$ cat src/sv/pidvi_pkg.sv
// ----------------------------------------------------------------------------
// PID controller package
// Widths, register indexes, term codes and the controller/datapath bundles.
// ----------------------------------------------------------------------------
`default_nettype none

package pidvi_pkg;

    // Parameter defaults for the top level.
    localparam int CHANNELS_DEF  = 2;
    localparam int FRAC_BITS_DEF = 16;
    localparam int SUM_LIMIT_DEF = 1500;

    // Fixed field widths.
    localparam int GAIN_W    = 16;
    localparam int SAMPLE_W  = 16;
    localparam int TS_W      = 32;
    localparam int ERR_W     = SAMPLE_W + 1;
    localparam int ESUM_W    = 32;
    localparam int DRIVE_W   = 40;
    localparam int CFG_IDX_W = 3;

    // Internal widths.
    localparam int EDT_W  = ERR_W + TS_W + 1;       // error times interval
    localparam int DE_W   = 32;                     // error change times 10000
    localparam int ABS_W  = 31;                     // magnitude of DE and the sum
    localparam int PMAG_W = GAIN_W + ERR_W;
    localparam int MAG_W  = GAIN_W + ABS_W;
    localparam int DEN_W  = TS_W + 1;               // doubled divisor
    localparam int Q_W    = 42;                     // quotient bits, even
    localparam int TERM_W = DRIVE_W + 1;            // term magnitude, capped at 2^40
    localparam int ACC_W  = DRIVE_W + 3;

    localparam longint US_PER_S = 1000000;
    localparam logic [TS_W-1:0] P_DEN = TS_W'(100);
    localparam logic [TS_W-1:0] I_DEN = TS_W'(100000000);
    localparam logic [DE_W-1:0] DE_SCALE = DE_W'(10000);

    // Configuration register indexes.
    localparam logic [CFG_IDX_W-1:0] REG_GAIN_P_CH0 = 3'd0;
    localparam logic [CFG_IDX_W-1:0] REG_GAIN_I_CH0 = 3'd1;
    localparam logic [CFG_IDX_W-1:0] REG_GAIN_D_CH0 = 3'd2;
    localparam logic [CFG_IDX_W-1:0] REG_GAIN_P_CH1 = 3'd3;
    localparam logic [CFG_IDX_W-1:0] REG_GAIN_I_CH1 = 3'd4;
    localparam logic [CFG_IDX_W-1:0] REG_GAIN_D_CH1 = 3'd5;

    typedef logic [1:0] t_term;
    localparam t_term TERM_P = 2'd0;
    localparam t_term TERM_I = 2'd1;
    localparam t_term TERM_D = 2'd2;

    typedef struct packed {
        logic  accept;
        logic  mul;
        logic  sum;
        logic  imul;
        logic  div_load;
        logic  div_start;
        logic  acc;
        logic  store;
        t_term term;
    } t_cmd;

    typedef struct packed {
        logic div_done;
        logic zero;
        logic out_free;
    } t_sts;

endpackage

`default_nettype wire

$ cat src/sv/pidvi_ctrl.sv
// ----------------------------------------------------------------------------
// PID controller sequencer
// Steps one sample through the multiplies and up to three term divisions.
// ----------------------------------------------------------------------------
`default_nettype none

module pidvi_ctrl
    import pidvi_pkg::*;
(
    input  wire logic  i_clk,
    input  wire logic  i_rst_n,
    input  wire logic  i_s_tvalid,
    output logic       o_s_tready,
    input  wire t_sts  i_sts,
    output t_cmd       o_cmd
);

    localparam logic [3:0] S_IDLE   = 4'd0;
    localparam logic [3:0] S_MUL    = 4'd1;
    localparam logic [3:0] S_SUM    = 4'd2;
    localparam logic [3:0] S_IMUL   = 4'd3;
    localparam logic [3:0] S_DLOAD  = 4'd4;
    localparam logic [3:0] S_DSTART = 4'd5;
    localparam logic [3:0] S_DRUN   = 4'd6;
    localparam logic [3:0] S_DACC   = 4'd7;
    localparam logic [3:0] S_OUT    = 4'd8;

    logic [3:0] r_state;
    logic [3:0] n_state;
    t_term      r_term;
    t_term      n_term;

    always_comb begin
        n_state    = r_state;
        n_term     = r_term;
        o_cmd      = '0;
        o_cmd.term = r_term;
        o_s_tready = 1'b0;
        case (r_state)
            S_IDLE: begin
                o_s_tready = 1'b1;
                if (i_s_tvalid) begin
                    o_cmd.accept = 1'b1;
                    n_state      = S_MUL;
                end
            end
            S_MUL: begin
                o_cmd.mul = 1'b1;
                n_state   = S_SUM;
            end
            S_SUM: begin
                o_cmd.sum = 1'b1;
                n_state   = S_IMUL;
            end
            S_IMUL: begin
                o_cmd.imul = 1'b1;
                n_term     = TERM_P;
                n_state    = S_DLOAD;
            end
            S_DLOAD: begin
                o_cmd.div_load = 1'b1;
                n_state        = S_DSTART;
            end
            S_DSTART: begin
                o_cmd.div_start = 1'b1;
                n_state         = S_DRUN;
            end
            S_DRUN: begin
                if (i_sts.div_done) begin
                    n_state = S_DACC;
                end
            end
            S_DACC: begin
                o_cmd.acc = 1'b1;
                case (r_term)
                    TERM_P: begin
                        n_term  = TERM_I;
                        n_state = S_DLOAD;
                    end
                    TERM_I: begin
                        // A zero interval drops the derivative term.
                        if (i_sts.zero) begin
                            n_state = S_OUT;
                        end else begin
                            n_term  = TERM_D;
                            n_state = S_DLOAD;
                        end
                    end
                    default: n_state = S_OUT;
                endcase
            end
            S_OUT: begin
                if (i_sts.out_free) begin
                    o_cmd.store = 1'b1;
                    n_state     = S_IDLE;
                end
            end
            default: n_state = S_IDLE;
        endcase
    end

    always_ff @(posedge i_clk) begin
        if (!i_rst_n) begin
            r_state <= S_IDLE;
            r_term  <= TERM_P;
        end else begin
            r_state <= n_state;
            r_term  <= n_term;
        end
    end

endmodule

`default_nettype wire

$ cat config.mk
export PLATFORM = sky130hd
export DESIGN_NAME = pidvi_ctrl
export DESIGN_NICKNAME = d
export VERILOG_FILES = /design/src/sv/pidvi_pkg.sv /design/src/sv/pidvi_ctrl.sv
export SDC_FILE = /design/constraint.sdc
export NUM_CORES = 1
export LEC_CHECK = 0
export BUFFER_PORTS_ARGS = -buffer_cell sky130_fd_sc_hd__buf_4
export CAP_MARGIN = 15
export CORE_AREA = 2 2 39 41
export CTS_CLUSTER_DIAMETER = 100
export CTS_CLUSTER_SIZE = 30
export DETAILED_ROUTE_END_ITERATION = 6
export DIE_AREA = 0 0 41 43
export HOLD_SLACK_MARGIN = 0.12
export SLEW_MARGIN = 5
export SYNTH_ARGS = -nofsm -noshare
export SYNTH_HDL_FRONTEND = slang
export SYNTH_SLANG_ARGS = --single-unit
$ cat constraint.sdc
create_clock -name i_clk -period 1.3 [get_ports i_clk]
set_input_delay 0.13 -clock i_clk [delete_from_list [all_inputs] [get_ports i_clk]]
set_output_delay 0.13 -clock i_clk [all_outputs]
set_load 0.05 [all_outputs]
# Word-level counts from Yosys, hierarchy flattened
# Index checks and enable logic that the tools add are counted.
[word_totals]
register_bits = 6
inputBits = 6
out_inout_bits = 11
elab_cells = 41
[op_classes]
eq_ne = 14
mux = 20
n_reduce_logical = 5
[op_table]
columns = ["operator", "count"]
rows = [
  ["4-bit case mux with 9 select lines", 1],
  ["4-bit by 3-bit == test with 1-bit output (second input constant)", 4],
  ["4-bit two-way mux", 4],
  ["1-bit two-way mux", 11],
  ["4-bit by 2-bit == test with 1-bit output (second input constant)", 2],
  ["2-bit case mux with 2 select lines", 2],
  ["4-bit case mux with 2 select lines", 1],
  ["2-bit != test (second input constant)", 3],
  ["3-bit AND reduction", 2],
  ["4-bit by 1-bit == test with 1-bit output (second input constant)", 1],
  ["4-bit == test (second input constant)", 1],
  ["4-bit zero test", 1],
  ["3-bit by 1-bit != test with 1-bit output (second input constant)", 1],
  ["3-bit != test (second input constant)", 1],
  ["2-bit by 1-bit == test with 1-bit output (second input constant)", 1],
  ["2-bit zero test", 1],
  ["2-bit two-way mux", 1],
  ["2-bit nonzero test", 1],
]

# Longest topological paths before layout
# Gate-level depths: netlist (run 1).
[logic_depth]
word_depth = 3
mapped_depth = 4
ltp_nobuf = 3

# Least setup slack after synthesis (run 1)
# OpenSTA, ideal clock, no wires.
[synth_timing]
path_kind = "reg2out"
from = "register r_state[2]"
to = "output port o_cmd[9] (netlist bit)"
arrival_ns = 2.633
required_ns = 1.170
slack_ns = -1.463
path_stages_with_launch = 4
n_path_buf = 1
path_cell_list = "dfxtp_1 -> clkbuf_1 -> nor4_1 -> and2_1"
[synth_lines]
columns = ["element", "line_no", "text"]
rows = [
  ["start: declaration", "pidvi_ctrl.sv:28", "logic [3:0] r_state;"],
  ["start signal: assignment", "pidvi_ctrl.sv:107", "r_state <= n_state;"],
  ["end: declaration", "pidvi_ctrl.sv:15", "output t_cmd o_cmd"],
]

==> results of run 1 <==
Yosys cell counts (all sizes together):
master	n	area [µm²]
dfxtp	6	120
nor2	6	22.5
inv	4	15.0
buf	3	21.3
nor3	3	15.0
and3	2	12.5
nand2b	2	12.5
nor4	2	12.5
o221a	2	22.5
a211oi	1	7.51
a21oi	1	5.00
a31oi	1	6.26
and2	1	6.26
clkbuf	1	3.75
nand2	1	3.75
nand3b	1	7.51
nor4b	1	8.76
nor4bb	1	10.0
o311a	1	10.0
o31a	1	8.76
o32ai	1	16.3
or4b	1	13.8
xnor2	1	8.76
registers in the layout, indices dropped and copies added (netlist names):
| name | count |
|---|---|
| r_state | 4 |
| r_term | 2 |
through the flow:
stage               TNS, ns  std cells
floorplan            -0.974         44
global placement          0         78
detailed placement        0         78
CTS                  -0.990         92
global route          -1.56         93
finish                -1.03         93
routing by layer:
layer	routed length [µm]	GRT usage [%]	part of all wire, %	up-vias
met5	0	0	0	-
met4	0	8.00	0	0
met3	83	8.38	7.0	0
met2	645	27.5	54	15
met1	459	17.1	39	208
li1	-	-	-	230
final timing paths:
check              from  cells past startpoint         end  slack [ns]
max          r_state[2]                      3    o_cmd[2]       -0.21
min            i_sts[0]                      3  r_state[3]        0.15
max reg2reg  r_state[2]                      4  r_state[3]       -0.08
min reg2reg   r_term[0]                      1   r_term[0]        0.57
worst min-delay path, stage by stage:
cell and delay, ns:
buf_4 0.09, o32ai_2 0.06, o311a_1 0.10
timing repair:
item / CTS / global route
pin swaps: 9 / 7
setup endpoints to repair: 9 / 13
setup buffers: 11 / 3
cloned: 0 / 0
endpoints found under the hold margin: 0 / 0
resized for setup: 29 / 7
kinds of logic after synthesis:
logic type,synth area share [%]
and+or+nand+nor,33.8
DFF,32.4
xor gates and xnor gates,2.37
buffers and inverters,10.8
AOI/OAI and AO/OA,20.6
power by group through the flow:
stage	sequential [mW]	combinational, mW	clock [mW]
finish	0.207	0.363	0.184
global route	0.208	0.383	0.207
CTS	0.205	0.336	0.188
detailed placement	0.207	0.252	0
global placement	0.206	0.252	0
floorplan	0.210	0.185	0
final cells by class:
type / instances / area, µm²
inverters: 4 / 17.5
multi-input cells: 30 / 295
well taps: 16 / 20.0
fillers: 120 / 552
flip-flops and latches: 6 / 126
repair buffers: 34 / 350
clock buffers: 3 / 22.5
==> results.md, run 1 <==
- Pre-CTS WS: 0.0121 ns
- Design area: 832 µm²
- DIE AREA: 0.00176 mm²
- Setup WS post-layout: -0.210 ns
- Slowest CP cell: or4b_4
- Endpoints failing hold: 0
- Clk Latency, worst-skew pair: 0.25 ns
- Post-placement cell area: 587 µm²
- Total wire length: 1190 µm
- Unrepaired setup endpoints after global routing: yes
- HPWL after detailed placement: 719 µm
- Post-DR wirelength/cell: 12.8 µm
- Initial Utilization: 26.8%
- Vias in the first global route: 462
- Logic pwr share: 48.2%
- Antenna diode count: 0
- Initial antenna violation count: 0
- Detail Route Antenna Nets: 0
- Clock Skew: 0.00459 ns
- First-pass GRT wire length: 1930 µm
- Mapped Area: 370 µm²
- WS Path Type: reg2out
- Clock-pin slew on the worst setup and hold paths: 0.05 ns
- DRT Pass-1 Iters: 2
- Max cap viols: 0
- Syn Area/Cell: 8.42 µm²
- Worst Path Buf+Inv: 1
- I/O Buffers: 16
- Fmax: 0.662 GHz
- Rel. slew slack: 83.4%
- Most frequent cells in the layout: buf_4 (15), buf_6 (14), dfxtp_2 (5), buf_8 (4)
- Max incr delay on CP: 0.55 ns
- Cts bufs inserted: 3
- CTS tree: built
- Cells after synthesis: 44
- Synth cell types: 24
- Final Critical Period: 1.51 ns
- Top Ports: 17
- Site Rows: 14
- DRC viols: 0
- Via count: 453
- Hold Crit Class: in2reg
- Endpoint type of the worst setup path: primary output
- First DRT Iteration DRCs: 5
- Chip width: 41 µm
- #FFs+latches synth: 6
- Gr ovfl total: 0
- GPL Wtd Cong: 0.680
- Final core utilization: 60.1%
- Largest net degree at the start of global routing: 8
- Commonest non-fill, non-tap cell in the layout: buf_4
- Pwr Density: 907 mW/mm²
- Worst EP required: 1.17 ns
- P_int: 478 µW
- Chip height: 43 µm
- Outcome: finished with violations
- Sequential share of the synthesized area: 32.4%
- Final Cycle Share: 116%
- Net switching power: 276 µW
- Post-synth net total: 50
- Final setup vio count: 10
- GRT Resource Usage Total: 17.0%
- Max Fanout on Critical Path: 2
- Vias/cell: 4.87
- Failing checks: setup timing
- CP cell instances: or4b_4, nor2_4, buf_6
- Root Buffer: clkbuf_4
- Actual slew at the worst max-slew pin: 0.246 ns
- Critical path launch point type: flop
- Min Hold Slack: 0.155 ns
- Sw frac: 36.6%
- Fin nets: 85
- Area growth from synthesis to layout: 125%
- Final Power: 755 µW
- Core region area: 0.00138 mm²
- Family with the most delay on the worst path: simple AND/OR/NAND/NOR gates
- Post-CTS Hold Fix Bufs: 0
- Synth warn: 0
- Slew Limit Fails: 0
- Flop pwr share: 27.5%
- VDD IR max: 0.000546 V
- Critical path arrival: 1.38 ns
- Htree depth: 1
- Share of cells above drive strength 1: 74.0%
- Maximum clock path buffer count: 2
- P_leak: 0.354 nW
- Clock sink count: 6
- Clock power share: 24.3%
(Power assumes the default switching activity.)
==> run 2, diff against run 1 <==
BUFFER_PORTS_ARGS = unset   (was -buffer_cell sky130_fd_sc_hd__buf_4)
DONT_BUFFER_PORTS = 1   (was unset)
GPL_TIMING_DRIVEN = 0   (was unset)
==> run 2 against run 1 <==
Net effect:
- the run still ends with setup timing left
- design area shrank 12%
- sequential share of layout area is 2.8 points higher
- via count decreased by 6.0%
- sequential power rose by 4%
- register-to-register slack got worse by 0.11 ns
- combinational power decreased by 18%
- die area unchanged
- critical path depth stayed put
- clock-buffer cell count unchanged
- core utilization shrank 7.3 points
- largest cell class is now multi-input gates
==> results.md, run 2 (same netlist as run 1, synthesis figures left out) <==
- GRT Resource Usage Total: 16.0%
- Final Critical Period: 1.84 ns
- Outcome: finished with violations
- DRT Pass-1 Iters: 4
- Detail Route Antenna Nets: 0
- Setup WS post-layout: -0.544 ns
- Multi-input logic area: 308 µm²
- Final Power: 697 µW
- Htree depth: 1
- Clk Latency, worst-skew pair: 0.25 ns
- Initial Utilization: 26.8%
- Total wire length: 1220 µm
- I/O Buffers: 0
- Critical path launch point type: flop
- Clock Skew: 0.000561 ns
- Rel. slew slack: 49.0%
- Fillers: 138
- Post-DR wirelength/cell: 14.5 µm
- Fmax: 0.542 GHz
- Final setup vio count: 12
- Share of cells above drive strength 1: 70.6%
- Area growth from synthesis to layout: 97.3%
- Clock sink count: 6
- Hold Crit Class: in2reg
- Clock-pin slew on the worst setup and hold paths: 0.05 ns
- Vias/cell: 5.07
- Final Cycle Share: 142%
- First DRT Iteration DRCs: 4
- Max cap viols: 0
- Commonest non-fill, non-tap cell in the layout: buf_4
- CP startpoint: r_state[2]
- First-pass GRT wire length: 1750 µm
- Site Rows: 14
- Most flop-heavy register: r_state
- CTS tree: built
- Chip height: 43 µm
- Max Fanout on Critical Path: 4
- DIE AREA: 0.00176 mm²
- Core region area: 0.00138 mm²
- Placed cell count: 60
- Pwr Density: 954 mW/mm²
- Crit Reg-Reg Startpoint: r_state[1]
- Largest register FFs: 4
- Slew Limit Fails: 0
- Non-Filler Instances: 84
- Chip width: 41 µm
- Largest net degree at the start of global routing: 11
- DRC viols: 0
- Top Registers: r_state (4), r_term (2)
- WS Path Type: reg2out
- GPL Wtd Cong: 0.698
- Critical path arrival: 1.71 ns
- Fin nets: 76
- Reg area: 131 µm²
- Register-to-Register Path Depth: 5
- Gr ovfl total: 0
- Most frequent cells in the layout: buf_4 (14), buf_6 (8), nor2_4 (4)
- Maximum clock path buffer count: 2
- Vias in the first global route: 400
- Setup_tns: -3.00 ns
- Endpoints failing hold: 0
- Initial antenna violation count: 0
- Failing checks: setup timing
- Unrepaired setup endpoints after global routing: yes
- P_leak: 0.292 nW
- Endpoint type of the worst setup path: primary output
- Via count: 426
- Root Buffer: clkbuf_4
- HPWL after detailed placement: 681 µm
- Hold path start: i_sts[2]
- Actual slew at the worst max-slew pin: 0.759 ns
- Antenna diode count: 0
- Worst EP required: 1.17 ns
- Min Hold Slack: 0.155 ns
- Top Ports: 17
- Hold Path Cell Cnt: 3
- VDD IR max: 0.000530 V
- Cts bufs inserted: 3
-- run 2: changes by cell type in the layout (fill, tap and decap cells not counted), sizes merged --
cell | before | now
buf | 34 | 23
dlygate4sd3 | 0 | 2
clkinvlp | 0 | 1
inv | 4 | 3
-- run 2: worst max-delay path: stages, from the launching register on --
cell     delay (ns)
dfxtp_2        0.33
buf_8          0.13
nor4_4         0.64
and2_4         0.36
-- run 2: power breakdown --
group	leakage (nW)	switching (mW)	internal, mW
sequential	0.0516	0.0195	0.196
clock	0.0138	0.0798	0.105
combinational	0.227	0.166	0.131
total	0.292	0.265	0.432
-- run 2: area by class of cell --
class | instances | area share (%)
plain buffers | 2 | 3.60
clock buffers | 3 | 3.08
inverters | 4 | 2.57
multi-input cells | 30 | 42.1
flip-flops and latches | 6 | 18.0
well taps | 16 | 2.74
repair buffers | 23 | 27.9
-- run 2: final timing paths --
check | slack [ns] | to
hold / removal | 0.15 | r_state[0]
setup / recovery | -0.54 | o_cmd[9]
setup reg to reg | -0.19 | r_state[3]
hold reg to reg | 0.54 | r_state[0]
-- run 2: timing repair --
action                                  4_1_cts  5_1_grt
hold buffers                                  2        0
buffers inserted                              9       12
pin swaps                                     8       10
resized for setup                            11       17
hold endpoints to repair                      6        0
endpoints found under the setup margin       11       13
-- run 2: routing by layer --
metal | up-vias | share of wire [%] | track usage [%]
li1 | 208 | - | -
met1 | 199 | 40 | 17.4
met2 | 15 | 51 | 22.5
met3 | 4 | 6.6 | 7.85
met4 | 0 | 2.7 | 12.0
met5 | - | 0 | 0
-- run 2: through the flow --
stage / instance area [µm²] / setup WS (ns) / utilization [%]
5_1_grt: 731 / -0.578 / 52.8
2_1_floorplan: 443 / -0.342 / -
3_5_place_dp: 463 / -0.420 / 33.5
6_report: 731 / -0.544 / 52.8
4_1_cts: 594 / -0.581 / 42.9
3_3_place_gp: 463 / -0.395 / 33.5
